<file path="config.mk">
export PLATFORM = sky130hd
export DESIGN_NAME = tiny_risc_execute_unit
export DESIGN_NICKNAME = d
export VERILOG_FILES = /design/src/rtl/core/tre_pkg.sv /design/src/rtl/core/tre_regfile.sv /design/src/rtl/core/tiny_risc_execute_unit.sv
export VERILOG_INCLUDE_DIRS = /design/src /design/src/rtl/core
export SDC_FILE = /design/constraint.sdc
export NUM_CORES = 2
export LEC_CHECK = 0
export ABC_CLOCK_PERIOD_IN_PS = 5000
export BUFFER_PORTS_ARGS = -buffer_cell sky130_fd_sc_hd__buf_4
export CAP_MARGIN = 10
export CORE_MARGIN = 2
export CORE_UTILIZATION = 55
export CTS_CLUSTER_DIAMETER = 40
export DETAILED_ROUTE_END_ITERATION = 10
export HOLD_SLACK_MARGIN = 0.08
export PLACE_DENSITY = 0.76
export SYNTH_ARGS = -nofsm -noshare
export SYNTH_HDL_FRONTEND = slang
export SYNTH_SLANG_ARGS = --single-unit
export TNS_END_PERCENT = 5
</file>
<file path="constraint.sdc">
create_clock -name clk -period 5 [get_ports clk]
set_input_delay 1.5 -clock clk [delete_from_list [all_inputs] [get_ports clk]]
set_output_delay 1.5 -clock clk [all_outputs]
set_load 0.01 [all_outputs]
</file>
<file path="src/rtl/core/tiny_risc_execute_unit_defines.svh">
// assertion macros for the execute unit
`ifndef TINY_RISC_EXECUTE_UNIT_DEFINES_SVH
`define TINY_RISC_EXECUTE_UNIT_DEFINES_SVH

`ifndef NO_ASSERTIONS
// property checked at every clock edge outside reset
`define TRE_ASSERT_ALWAYS(label, prop) \
    label: assert property (@(posedge clk) disable iff (!rst_n) (prop)) \
        else $error("execute unit check failed");
// antecedent at one edge, consequent at the next
`define TRE_ASSERT_NEXT(label, ante, cons) \
    label: assert property (@(posedge clk) disable iff (!rst_n) (ante) |=> (cons)) \
        else $error("execute unit check failed");
`else
`define TRE_ASSERT_ALWAYS(label, prop)
`define TRE_ASSERT_NEXT(label, ante, cons)
`endif

`endif

</file>
<file path="src/rtl/core/tre_pkg.sv">
`default_nettype none

package tre_pkg;

    // register file depth default and instruction field width
    localparam int NUM_REGS_DEF = 16;
    localparam int REG_FIELD_W  = 4;

    // peripheral window, upper bound exclusive
    localparam logic [31:0] PERIPH_LOW  = 32'h3FF0_0000;
    localparam logic [31:0] PERIPH_HIGH = 32'h3FF8_0000;

    // operation codes in the low nibble
    typedef enum logic [3:0] {
        OP_LOAD  = 4'd0,
        OP_STORE = 4'd1,
        OP_ADD   = 4'd2,
        OP_JUMP  = 4'd3,
        OP_NOP   = 4'd4,
        OP_SUB   = 4'd5,
        OP_MOVE  = 4'd6,
        OP_BEQ   = 4'd7
    } op_t;

    // result status codes
    typedef enum logic [1:0] {
        ST_DONE       = 2'd0,
        ST_ILLEGAL    = 2'd1,
        ST_LOADING    = 2'd2,
        ST_UNEXPECTED = 2'd3
    } status_t;

    // item kinds
    localparam logic FUNC_INSTR  = 1'b0;
    localparam logic FUNC_LDATA  = 1'b1;

    // register file write request
    typedef struct packed {
        logic                   en;
        logic [REG_FIELD_W-1:0] idx;
        logic [31:0]            data;
    } rf_wr_t;

endpackage

`default_nettype wire

</file>
<file path="src/rtl/core/tre_regfile.sv">
`default_nettype none

module tre_regfile #(
    parameter int NUM_REGS = tre_pkg::NUM_REGS_DEF
) (
    input  wire logic                            clk,
    input  wire logic                            rst_n,
    input  wire logic                            rd_en,
    input  wire logic [tre_pkg::REG_FIELD_W-1:0] rd_idx_a,
    input  wire logic [tre_pkg::REG_FIELD_W-1:0] rd_idx_b,
    input  wire tre_pkg::rf_wr_t                 wr,
    output logic [31:0]                          rd_data_a,
    output logic [31:0]                          rd_data_b
);

    localparam int IDX_W = $clog2(NUM_REGS);
    localparam int EXT_W = (IDX_W > tre_pkg::REG_FIELD_W) ? IDX_W : tre_pkg::REG_FIELD_W;

    // map an instruction register field onto a memory address
    function automatic logic [IDX_W-1:0] to_addr(input logic [tre_pkg::REG_FIELD_W-1:0] idx);
        logic [EXT_W-1:0] ext;
        ext = EXT_W'(idx);
        return ext[IDX_W-1:0];
    endfunction

    function automatic logic in_range(input logic [tre_pkg::REG_FIELD_W-1:0] idx);
        return 32'(idx) < 32'(NUM_REGS);
    endfunction

    logic [31:0]                   rf_reg [NUM_REGS];
    logic [NUM_REGS-1:0]           written_reg;
    logic [31:0]                   q_a_reg;
    logic [31:0]                   q_b_reg;
    logic                          ok_a_reg;
    logic                          ok_b_reg;
    logic [tre_pkg::REG_FIELD_W-1:0] idx_a_reg;
    logic [tre_pkg::REG_FIELD_W-1:0] idx_b_reg;
    logic                          fwd_en_reg;
    logic [tre_pkg::REG_FIELD_W-1:0] fwd_idx_reg;
    logic [31:0]                   fwd_data_reg;

    logic [IDX_W-1:0] addr_a;
    logic [IDX_W-1:0] addr_b;
    logic [IDX_W-1:0] addr_w;
    logic             wr_ok;
    logic             ok_a_next;
    logic             ok_b_next;

    assign addr_a = to_addr(rd_idx_a);
    assign addr_b = to_addr(rd_idx_b);
    assign addr_w = to_addr(wr.idx);
    assign wr_ok  = wr.en && in_range(wr.idx);

    // entry counts only once written, otherwise it reads as zero
    assign ok_a_next = in_range(rd_idx_a) ? written_reg[addr_a] : 1'b0;
    assign ok_b_next = in_range(rd_idx_b) ? written_reg[addr_b] : 1'b0;

    // storage array, one write and two registered reads
    always_ff @(posedge clk)
    begin
        if (wr_ok)
        begin
            rf_reg[addr_w] <= wr.data;
        end
        if (rd_en)
        begin
            q_a_reg <= rf_reg[addr_a];
            q_b_reg <= rf_reg[addr_b];
        end
    end

    // read side bookkeeping and bypass of the write landing with the read
    always_ff @(posedge clk)
    begin
        if (rd_en)
        begin
            idx_a_reg    <= rd_idx_a;
            idx_b_reg    <= rd_idx_b;
            fwd_idx_reg  <= wr.idx;
            fwd_data_reg <= wr.data;
        end
    end

    // per-entry written flags and read qualifiers
    always_ff @(posedge clk or negedge rst_n)
    begin
        if (!rst_n)
        begin
            written_reg <= '0;
            ok_a_reg    <= 1'b0;
            ok_b_reg    <= 1'b0;
            fwd_en_reg  <= 1'b0;
        end
        else
        begin
            if (wr_ok)
            begin
                written_reg[addr_w] <= 1'b1;
            end
            if (rd_en)
            begin
                ok_a_reg   <= ok_a_next;
                ok_b_reg   <= ok_b_next;
                fwd_en_reg <= wr_ok;
            end
        end
    end

    // resolved operands
    assign rd_data_a = (fwd_en_reg && (fwd_idx_reg == idx_a_reg)) ? fwd_data_reg :
                       (ok_a_reg ? q_a_reg : 32'd0);
    assign rd_data_b = (fwd_en_reg && (fwd_idx_reg == idx_b_reg)) ? fwd_data_reg :
                       (ok_b_reg ? q_b_reg : 32'd0);

endmodule

`default_nettype wire

</file>
<file path="src/rtl/core/tiny_risc_execute_unit.sv">
// an item passes the execute stage register, then the output register
// throughput: one item per cycle while results are taken, loads and their
// data returns included; set by the single read, modify and write pass
// through the register file, bypassing a write landing with the next read
// reset: asynchronous, registers read as zero, pc zero, no load pending;
// no clearing pass, the block takes items in the first cycle after reset
`default_nettype none

`include "tiny_risc_execute_unit_defines.svh"

module tiny_risc_execute_unit #(
    parameter int NUM_REGS = tre_pkg::NUM_REGS_DEF
) (
    input  wire logic        clk,
    input  wire logic        rst_n,
    input  wire logic        in_valid,
    output logic             in_ready,
    input  wire logic        func,
    input  wire logic [31:0] instruction,
    input  wire logic [31:0] load_data,
    output logic             out_valid,
    input  wire logic        out_ready,
    output logic [31:0]      next_pc,
    output logic [1:0]       status,
    output logic             mem_valid,
    output logic             mem_write,
    output logic             mem_peripheral,
    output logic [31:0]      mem_address,
    output logic [31:0]      mem_write_data
);

    // handshake
    logic in_accept;
    logic s1_advance;

    // execute stage
    logic        s1_valid_reg;
    logic        s1_func_reg;
    logic [31:0] s1_instr_reg;
    logic [31:0] s1_ldata_reg;

    // architectural state
    logic [31:0]                     pc_reg;
    logic [31:0]                     pc_next;
    logic                            pending_reg;
    logic                            pending_next;
    logic [tre_pkg::REG_FIELD_W-1:0] target_reg;
    logic [tre_pkg::REG_FIELD_W-1:0] target_next;

    // output register
    logic        out_valid_reg;
    logic [31:0] pc_out_reg;
    logic [1:0]  status_reg;
    logic        mvalid_reg;
    logic        mwrite_reg;
    logic        mperiph_reg;
    logic [31:0] maddr_reg;
    logic [31:0] mdata_reg;

    // register file access
    tre_pkg::op_t                    in_op;
    logic [tre_pkg::REG_FIELD_W-1:0] rd_idx_b;
    logic [31:0]                     opnd_a;
    logic [31:0]                     opnd_b;
    tre_pkg::rf_wr_t                 wr;

    // execute results
    tre_pkg::op_t     op;
    logic [7:0]       imm;
    logic [31:0]      step;
    tre_pkg::status_t status_c;
    logic             mvalid_c;
    logic             mwrite_c;
    logic             mperiph_c;
    logic [31:0]      maddr_c;
    logic [31:0]      mdata_c;

    assign in_accept  = in_valid && in_ready;
    assign s1_advance = s1_valid_reg && (!out_valid_reg || out_ready);
    assign in_ready   = !s1_valid_reg || s1_advance;

    // second read port takes t for add and subtract, r otherwise
    assign in_op    = tre_pkg::op_t'(instruction[3:0]);
    assign rd_idx_b = ((in_op == tre_pkg::OP_ADD) || (in_op == tre_pkg::OP_SUB)) ?
                      instruction[7:4] : instruction[11:8];

    tre_regfile #(
        .NUM_REGS (NUM_REGS)
    ) u_regfile (
        .clk       (clk),
        .rst_n     (rst_n),
        .rd_en     (in_accept),
        .rd_idx_a  (instruction[15:12]),
        .rd_idx_b  (rd_idx_b),
        .wr        (wr),
        .rd_data_a (opnd_a),
        .rd_data_b (opnd_b)
    );

    // execute stage control
    always_ff @(posedge clk or negedge rst_n)
    begin
        if (!rst_n)
        begin
            s1_valid_reg <= 1'b0;
        end
        else if (in_accept)
        begin
            s1_valid_reg <= 1'b1;
        end
        else if (s1_advance)
        begin
            s1_valid_reg <= 1'b0;
        end
    end

    // execute stage payload
    always_ff @(posedge clk)
    begin
        if (in_accept)
        begin
            s1_func_reg  <= func;
            s1_instr_reg <= instruction;
            s1_ldata_reg <= load_data;
        end
    end

    assign op   = tre_pkg::op_t'(s1_instr_reg[3:0]);
    assign imm  = s1_instr_reg[11:4];
    assign step = pc_reg + 32'd2;

    // decode and execute one item
    always_comb
    begin
        pc_next      = pc_reg;
        pending_next = pending_reg;
        target_next  = target_reg;
        status_c     = tre_pkg::ST_DONE;
        mvalid_c     = 1'b0;
        mwrite_c     = 1'b0;
        maddr_c      = 32'd0;
        mdata_c      = 32'd0;
        wr.en        = 1'b0;
        wr.idx       = s1_instr_reg[11:8];
        wr.data      = 32'd0;
        priority if (s1_func_reg == tre_pkg::FUNC_LDATA)
        begin
            if (pending_reg)
            begin
                wr.en        = s1_advance;
                wr.idx       = target_reg;
                wr.data      = s1_ldata_reg;
                pending_next = 1'b0;
            end
            else
            begin
                status_c = tre_pkg::ST_UNEXPECTED;
            end
        end
        else if (pending_reg)
        begin
            status_c = tre_pkg::ST_UNEXPECTED;
        end
        else
        begin
            unique case (op)
                tre_pkg::OP_LOAD:
                begin
                    maddr_c      = opnd_a + 32'(imm);
                    mvalid_c     = 1'b1;
                    pending_next = 1'b1;
                    target_next  = s1_instr_reg[11:8];
                    status_c     = tre_pkg::ST_LOADING;
                    pc_next      = step;
                end
                tre_pkg::OP_STORE:
                begin
                    maddr_c  = opnd_a + 32'(imm);
                    mvalid_c = 1'b1;
                    mwrite_c = 1'b1;
                    mdata_c  = opnd_b;
                    pc_next  = step;
                end
                tre_pkg::OP_ADD:
                begin
                    wr.en   = s1_advance;
                    wr.data = opnd_a + opnd_b;
                    pc_next = step;
                end
                tre_pkg::OP_JUMP:
                begin
                    pc_next = opnd_b;
                end
                tre_pkg::OP_NOP:
                begin
                    pc_next = step;
                end
                tre_pkg::OP_SUB:
                begin
                    wr.en   = s1_advance;
                    wr.data = opnd_a - opnd_b;
                    pc_next = step;
                end
                tre_pkg::OP_MOVE:
                begin
                    wr.en   = s1_advance;
                    wr.data = opnd_a;
                    pc_next = step;
                end
                tre_pkg::OP_BEQ:
                begin
                    // signed byte offset in halfwords
                    if (opnd_a == opnd_b)
                    begin
                        pc_next = step + {{23{imm[7]}}, imm, 1'b0};
                    end
                    else
                    begin
                        pc_next = step;
                    end
                end
                default:
                begin
                    status_c = tre_pkg::ST_ILLEGAL;
                end
            endcase
        end
    end

    assign mperiph_c = mvalid_c && (maddr_c >= tre_pkg::PERIPH_LOW) &&
                       (maddr_c < tre_pkg::PERIPH_HIGH);

    // architectural state commits with the result
    always_ff @(posedge clk or negedge rst_n)
    begin
        if (!rst_n)
        begin
            pc_reg      <= 32'd0;
            pending_reg <= 1'b0;
            target_reg  <= '0;
        end
        else if (s1_advance)
        begin
            pc_reg      <= pc_next;
            pending_reg <= pending_next;
            target_reg  <= target_next;
        end
    end

    // output register control
    always_ff @(posedge clk or negedge rst_n)
    begin
        if (!rst_n)
        begin
            out_valid_reg <= 1'b0;
        end
        else if (s1_advance)
        begin
            out_valid_reg <= 1'b1;
        end
        else if (out_ready)
        begin
            out_valid_reg <= 1'b0;
        end
    end

    // output register payload
    always_ff @(posedge clk)
    begin
        if (s1_advance)
        begin
            pc_out_reg  <= pc_next;
            status_reg  <= status_c;
            mvalid_reg  <= mvalid_c;
            mwrite_reg  <= mwrite_c;
            mperiph_reg <= mperiph_c;
            maddr_reg   <= maddr_c;
            mdata_reg   <= mdata_c;
        end
    end

    assign out_valid      = out_valid_reg;
    assign next_pc        = pc_out_reg;
    assign status         = status_reg;
    assign mem_valid      = mvalid_reg;
    assign mem_write      = mwrite_reg;
    assign mem_peripheral = mperiph_reg;
    assign mem_address    = maddr_reg;
    assign mem_write_data = mdata_reg;

    // checks
    `TRE_ASSERT_NEXT(a_load_sets_pending,
        s1_advance && (status_c == tre_pkg::ST_LOADING), pending_reg)
    `TRE_ASSERT_ALWAYS(a_write_on_commit, wr.en |-> s1_advance)
    `TRE_ASSERT_ALWAYS(a_pending_blocks_instr,
        (pending_reg && s1_valid_reg && !s1_func_reg) |->
        (!wr.en && (status_c == tre_pkg::ST_UNEXPECTED)))
    `TRE_ASSERT_ALWAYS(a_idle_bus_quiet,
        (out_valid && !mem_valid) |-> ((mem_address == 32'd0) &&
        (mem_write_data == 32'd0) && !mem_peripheral && !mem_write))

endmodule

`default_nettype wire

</file>
* Yosys cells after proc, flatten, opt, wreduce, memory -nomap -nowiden *
Memory sizes are Yosys's and may differ from the RTL's. A register that Yosys moved wholly into a read port is not among the register bits.
Cells that the tools add are included.

cells by class
  equal/unequal tests = 12
  order comparisons = 6
  $add $sub $neg = 5
  bitwise logic cells = 4
  multiplexer cells = 43
  shift-type cells = 0
  multipliers = 0
  div/mod/pow operators = 0
  reduce and logical (&&, ||, !) cells = 22

operator list
  kind                                                    number
  two-way mux 32 bit                                      12
  one-hot mux 32 bit (3 select lines)                     2
  adder 32 bit                                            2
  two-way mux 37 bit                                      1
  adder 32 x 2 -> 32 bit (second input constant)          1
  adder 32 x 8 -> 32 bit                                  1
  == test 32 bit                                          1
  >= comparator 32 x 30 -> 1 bit (second input constant)  1
  < comparator 32 x 30 -> 1 bit (second input constant)   1
  subtractor 32 bit                                       1
  == test 4 x 3 -> 1 bit (second input constant)          5
  two-way mux 1 bit                                       19
  bitwise OR 16 bit                                       1
  < comparator 4 x 5 -> 1 bit (second input constant)     3
  == test 4 x 2 -> 1 bit (second input constant)          3
  binary-select mux 1 bit (select 4 bit)                  2
  == test 4 bit                                           2
  two-way mux 4 bit                                       2
  logical AND 1 bit                                       7
  OR reduction 7 bit                                      1
  two-way mux 2 bit                                       3
  OR reduction 3 bit                                      2
  OR reduction 6 bit                                      1
  demux 1 bit (select 4 bit)                              1
  10 further kinds                                        17

word-level totals
  input bits = 69
  memory bits (writable) = 512
  bits in read-only memories = 0
  memories = 1
  word-level logic and storage cells = 116
  latch bits = 0
  flip-flop bits (word level) = 248
  output and inout bits = 103

memories
  memory            depth  width  read ports  clocked after memory_dff  write ports  line               RTL
  u_regfile.rf_reg  16     32     2           2                         1            tre_regfile.sv:30  logic [31:0] rf_reg [NUM_REGS];

* Logic depth before layout (Yosys ltp) *
  depth in word-level cells = 10
  mapped depth = 21
  depth with buffers taken out = 18

* Cells and area by module *
Synthesis repeated with hierarchy kept, for this count alone.

second synthesis, totals
  cell total of the unflattened synthesis = 2944
  area, all modules = 43339.1 µm²

by module, submodules not included
  module                  instances  area each (µm²)  sequential area each (µm²)  cells an instance
  tre_regfile             1          28416.0          19093.3                     1280
  tiny_risc_execute_unit  1          14923.1          5360.1                      1664

* Worst setup path before layout *
No wires, ideal clock.

  path type = input-to-reg
  start = input port out_ready
  end = memory u_regfile.rf_reg[11][0] (enable)
  slack = -1.510 ns
  library setup time = 0.462 ns
  data required time = 4.538 ns
  arrival time = 6.048 ns
  cell stages on the path = 7
  path buffers = 0
  path through = nand2b_1 -> nand2_1 -> clkinv_1 -> o21ai_0 -> nor2_1 -> nand2_1 -> nor3_1

between the ends
  longest elaborated chain between the ends = 7
  elaborated cells on any way between the ends = 8
  classes of those cells = 6 x mux; 2 x reduce/logical

RTL lines
  what                                       line                           RTL
  start, declared                            tiny_risc_execute_unit.sv:22   input wire logic out_ready,
  logical OR 1 bit *                         tiny_risc_execute_unit.sv:79   assign s1_advance = s1_valid_reg && (!out_valid_reg || out_ready);
  logical AND 1 bit *                        tiny_risc_execute_unit.sv:79
  named net s1_advance                       tiny_risc_execute_unit.sv:34   logic s1_advance;
  two-way mux 1 bit                          tiny_risc_execute_unit.sv:166  unique case (op)
  two-way mux 1 bit                          tiny_risc_execute_unit.sv:160  else if (pending_reg)
  two-way mux 1 bit *                        tiny_risc_execute_unit.sv:146  priority if (s1_func_reg == tre_pkg::FUNC_LDATA)
  two-way mux 1 bit *                        tre_regfile.sv:61              if (wr_ok)
  two-way mux 1 bit (implied by the code) *  tre_regfile.sv:63              rf_reg[addr_w] <= wr.data;
  end, declared                              tre_regfile.sv:30

The timed path passes the listed nets; every way through them passes the cells marked *.

* Worst setup path after layout *
  start = register u_regfile.fwd_idx_reg[3] in the netlist's numbering
  end = register pc_reg[9]

between the ends
  longest elaborated chain between the ends = 8
  elaborated cells on any way between the ends = 11
  classes of those cells = 3 x eq/ne; 6 x mux; 2 x reduce/logical

RTL lines
  what                                          line                                    RTL
  start, declared                               tre_regfile.sv:39                       logic [tre_pkg::REG_FIELD_W-1:0] fwd_idx_reg;
  start signal, assigned                        tre_regfile.sv:79                       fwd_idx_reg <= wr.idx;
  == test 4 bit, on equally long branches       tre_regfile.sv:110, tre_regfile.sv:112
  logical AND 1 bit, on equally long branches   tre_regfile.sv:110, tre_regfile.sv:112
  two-way mux 32 bit, on equally long branches  tre_regfile.sv:110, tre_regfile.sv:112
  == test 32 bit                                tiny_risc_execute_unit.sv:213           if (opnd_a == opnd_b)
  two-way mux 32 bit                            tiny_risc_execute_unit.sv:213
  one-hot mux 32 bit (3 select lines) *         tiny_risc_execute_unit.sv:166
  two-way mux 32 bit *                          tiny_risc_execute_unit.sv:160
  two-way mux 32 bit *                          tiny_risc_execute_unit.sv:146
  named net pc_next[9]                          tiny_risc_execute_unit.sv:44            logic [31:0] pc_next;
  end signal, assigned                          tiny_risc_execute_unit.sv:244           pc_reg <= pc_next;
  end, declared                                 tiny_risc_execute_unit.sv:43            logic [31:0] pc_reg;

Marked as above.
A chain may end at the register's enable or synchronous reset.

==> Implementation_results.wiki <==
{| class="wikitable"
! Metric !! Value
|-
| Cell at the root of the clock tree || clkbuf_16
|-
| Crit path kind || reg -> reg
|-
| Predominant post-synthesis flop cell || edfxtp_1
|-
| Fraction of registers with async set or reset after synthesis || 7.04%
|-
| Final Hold Viols || 0
|-
| Antenna-violating nets left || 0
|-
| Worst path required time || 5.57 ns
|-
| Accumulated negative setup slack || 0 ns
|-
| Vias || 33863
|-
| CTS sink count || 824
|-
| Port Buf Inserts || 155
|-
| Iter 0 DRT Violations || 4777
|-
| Final-layout worst hold slack || 0.489 ns
|-
| Cts bufs inserted || 97
|-
| Fmax achieved || 204 MHz
|-
| Syn Nets || 3868
|-
| Library cell with the largest summed area after synthesis || edfxtp_1
|-
| Final Power || 19.8 mW
|-
| Status || complete, no violations
|-
| Layout overhead on the synthesized area || 18.2%
|-
| Clock buffer depth || 3
|-
| Post-DR wirelength/cell || 25.9 um
|-
| Die X-Extent || 286 um
|-
| Final max-slew violation count || 0
|-
| Overall die area || 81700 um^2
|-
| Dpl cell area || 48000 um^2
|-
| EDFF count, synth || 766
|-
| Post-layout utilization of the core || 65.5%
|-
| Final-report setup violation count || 0
|-
| Post-Route WL || 133 mm
|-
| Classification of the worst-slack hold path || reg -> reg
|-
| Unique cell type count in the Yosys netlist || 90
|-
| First-pass DRT Iterations || 6
|-
| RSZ-0062 raised after global routing || yes
|-
| Max Cap Viol || 0
|-
| Weighted congestion at the end of routability-driven global placement || 0.981
|-
| # H-tree levels || 3
|-
| DR DRC count || 0
|-
| Starting utilization of the core area || 55.4%
|-
| Synth top area share || 52.6%
|-
| Total leakage power || 19.6 nW
|-
| Commonest non-fill, non-tap cells in the layout || 766 x edfxtp_1, 669 x nand2_1, 400 x buf_4, 203 x nor2_1, 166 x a21oi_1
|-
| Area of the mapped netlist || 43700 um^2
|-
| Average footprint of a synthesized cell || 11.8 um^2
|-
| Total congestion overflow || 0
|-
| Top cells by area in the synthesized netlist || edfxtp_1 53%, mux4_2 8.5%, nand2_1 5.8%
|-
| Yosys synthesis warning count || 0
|-
| Pin count of the biggest net entering global routing || 82
|-
| Most common cell after layout, fill and taps aside || edfxtp_1
|-
| Net count, final || 4171
|-
| Half-perimeter wire length of the detailed placement result || 87.6 mm
|-
| IO Pins || 172
|-
| Core Box Area || 78900 um^2
|-
| Number of antenna violations at the first check in global routing || 6
|-
| Relative slew slack || 35.2%
|-
| Critical path endpoint category || flip-flop
|-
| Number of rows created at floorplan || 103
|-
| Clock input transition at the sequential cells of the worst setup and hold paths || 0.06 ns
|-
| All-layer global routing usage || 32.2%
|-
| Largest voltage drop on the vdd net || 0.000322 V
|-
| Clock tree from TritonCTS || built
|-
| Number of global-route vias before repair || 32839
|-
| Largest driver fanout on the critical path || 21
|-
| Wire length of the first global-routing pass || 198 mm
|-
| Final cycle utilization of the critical path || 98.2%
|-
| Clock latency at the later pin of the worst-skew pair || 0.69 ns
|-
| FF+latch count, synth || 824
|-
| Power density normalized to cell area || 383 nW/um^2
|-
| Share of final-layout standard cells stronger than drive strength 1 || 22.0%
|-
| Design area || 51600 um^2
|-
| Category of the worst setup path launch point || flip-flop
|-
| Clock period minus final worst setup slack || 4.91 ns
|-
| Worst endpoint data arrival time || 5.48 ns
|-
| Post-Route Skew || 0.0451 ns
|-
| Register area share after synthesis || 56.0%
|-
| Overall die height || 286 um
|-
| Vias per std cell || 6.60
|-
| Synthesized netlist cell count || 3692
|-
| Max FFs per register || 512
|-
| Worst Tran Pin Value || 0.973 ns
|}
## final timing paths
path | slack, ns | end | from | cells past startpoint
max reg2reg | 0.09 | pc_reg[9] | u_regfile.fwd_idx_reg[3] | 16
min in group asynchronous | 0.93 | pc_reg[2] | rst_n | 1
max | 0.09 | pc_reg[9] | u_regfile.fwd_idx_reg[3] | 16
min reg2reg | 0.49 | pc_reg[0] | pc_reg[0] | 2
min | 0.49 | pc_reg[0] | pc_reg[0] | 2
max in group asynchronous | 3.47 | pc_reg[26] | rst_n | 1
## cell usage after synthesis (47+ instances only)
| library cell | instances |
|---|---|
| xnor2_1 | 56 |
| a21oi_1 | 170 |
| clkbuf_1 | 158 |
| nand3_1 | 156 |
| o21ai_0 | 123 |
| ha_1 | 103 |
| edfxtp_1 | 766 |
| a31oi_1 | 49 |
| mux4_2 | 165 |
| dfrtp_1 | 58 |
| nor3_1 | 47 |
| nand2_1 | 670 |
| and3_1 | 78 |
| inv_1 | 102 |
| a311oi_1 | 102 |
| nor2_1 | 216 |
## worst max-delay path: stages, from the launching register on
cell and delay, ns:
edfxtp_1 0.43, xor2_1 0.19, nor3_1 0.26, and3_4 0.34, buf_4 0.28, nand2_1 0.09
o21a_1 0.21, ha_2 0.46, nand4_1 0.36, nor4_1 0.52, buf_4 0.21, o2111ai_1 0.16
buf_4 0.23, mux2_1 0.31, a222oi_1 0.33, o21ai_1 0.13, mux2_2 0.29
## per-stage QoR
stage / setup slack, ns / instances
floorplan: -0.257 / 3692
global placement: -0.0196 / 4943
detailed placement: -0.103 / 4943
CTS: 0.0234 / 5127
global route: -0.0881 / 5130
finish: 0.0895 / 5131
## power by group
| part | internal (mW) | switching [mW] | leakage (nW) |
|---|---|---|---|
| registers | 7.89 | 0.178 | 8.09 |
| logic | 1.68 | 2.61 | 9.81 |
| clock network | 4.44 | 3.01 | 1.67 |
## metal layers
metal | vias up | GRT usage [%] | routed length (um) | part of all wire, %
li1 | 14703 | - | - | -
met1 | 16432 | 41.7 | 48100 | 36
met2 | 2291 | 52.6 | 63400 | 48
met3 | 431 | 5.82 | 14300 | 11
met4 | 6 | 15.8 | 7010 | 5.3
met5 | - | 0 | 43 | 0.032
## logic make-up (layout without fill, tap and decap cells)
family                   after synthesis  after routing  share of synthesized area [%]
AO/OA/AOI/OAI                        760            760                           12.0
XOR/XNOR                              92             92                           1.84
adder cells (fa/ha/maj)              107            107                           3.13
other                                  0              1                              0
flip-flops                           824            824                           56.0
buffers and inverters                338            726                           3.04
multiplexers                         250            250                           10.6
AND/OR/NAND/NOR                     1321           1321                           13.5
## area by class of cell
class / instances / area, um^2
diodes: 1 / 2.50
clock buffers: 113 / 2530
clock inverters: 71 / 943
fillers: 5660 / 27200
inverters: 105 / 407
multi-input cells: 2530 / 18300
flip-flops and latches: 824 / 24500
well taps: 1050 / 1310
repair buffers: 437 / 3730
## what timing repair did
action	4_1_cts	5_1_grt
buffers inserted	0	3
setup endpoints to repair	50	222
hold buffers	0	0
resized for setup	2	22
pin swaps	0	12
No activity file was read; power rests on OpenSTA's default activity.
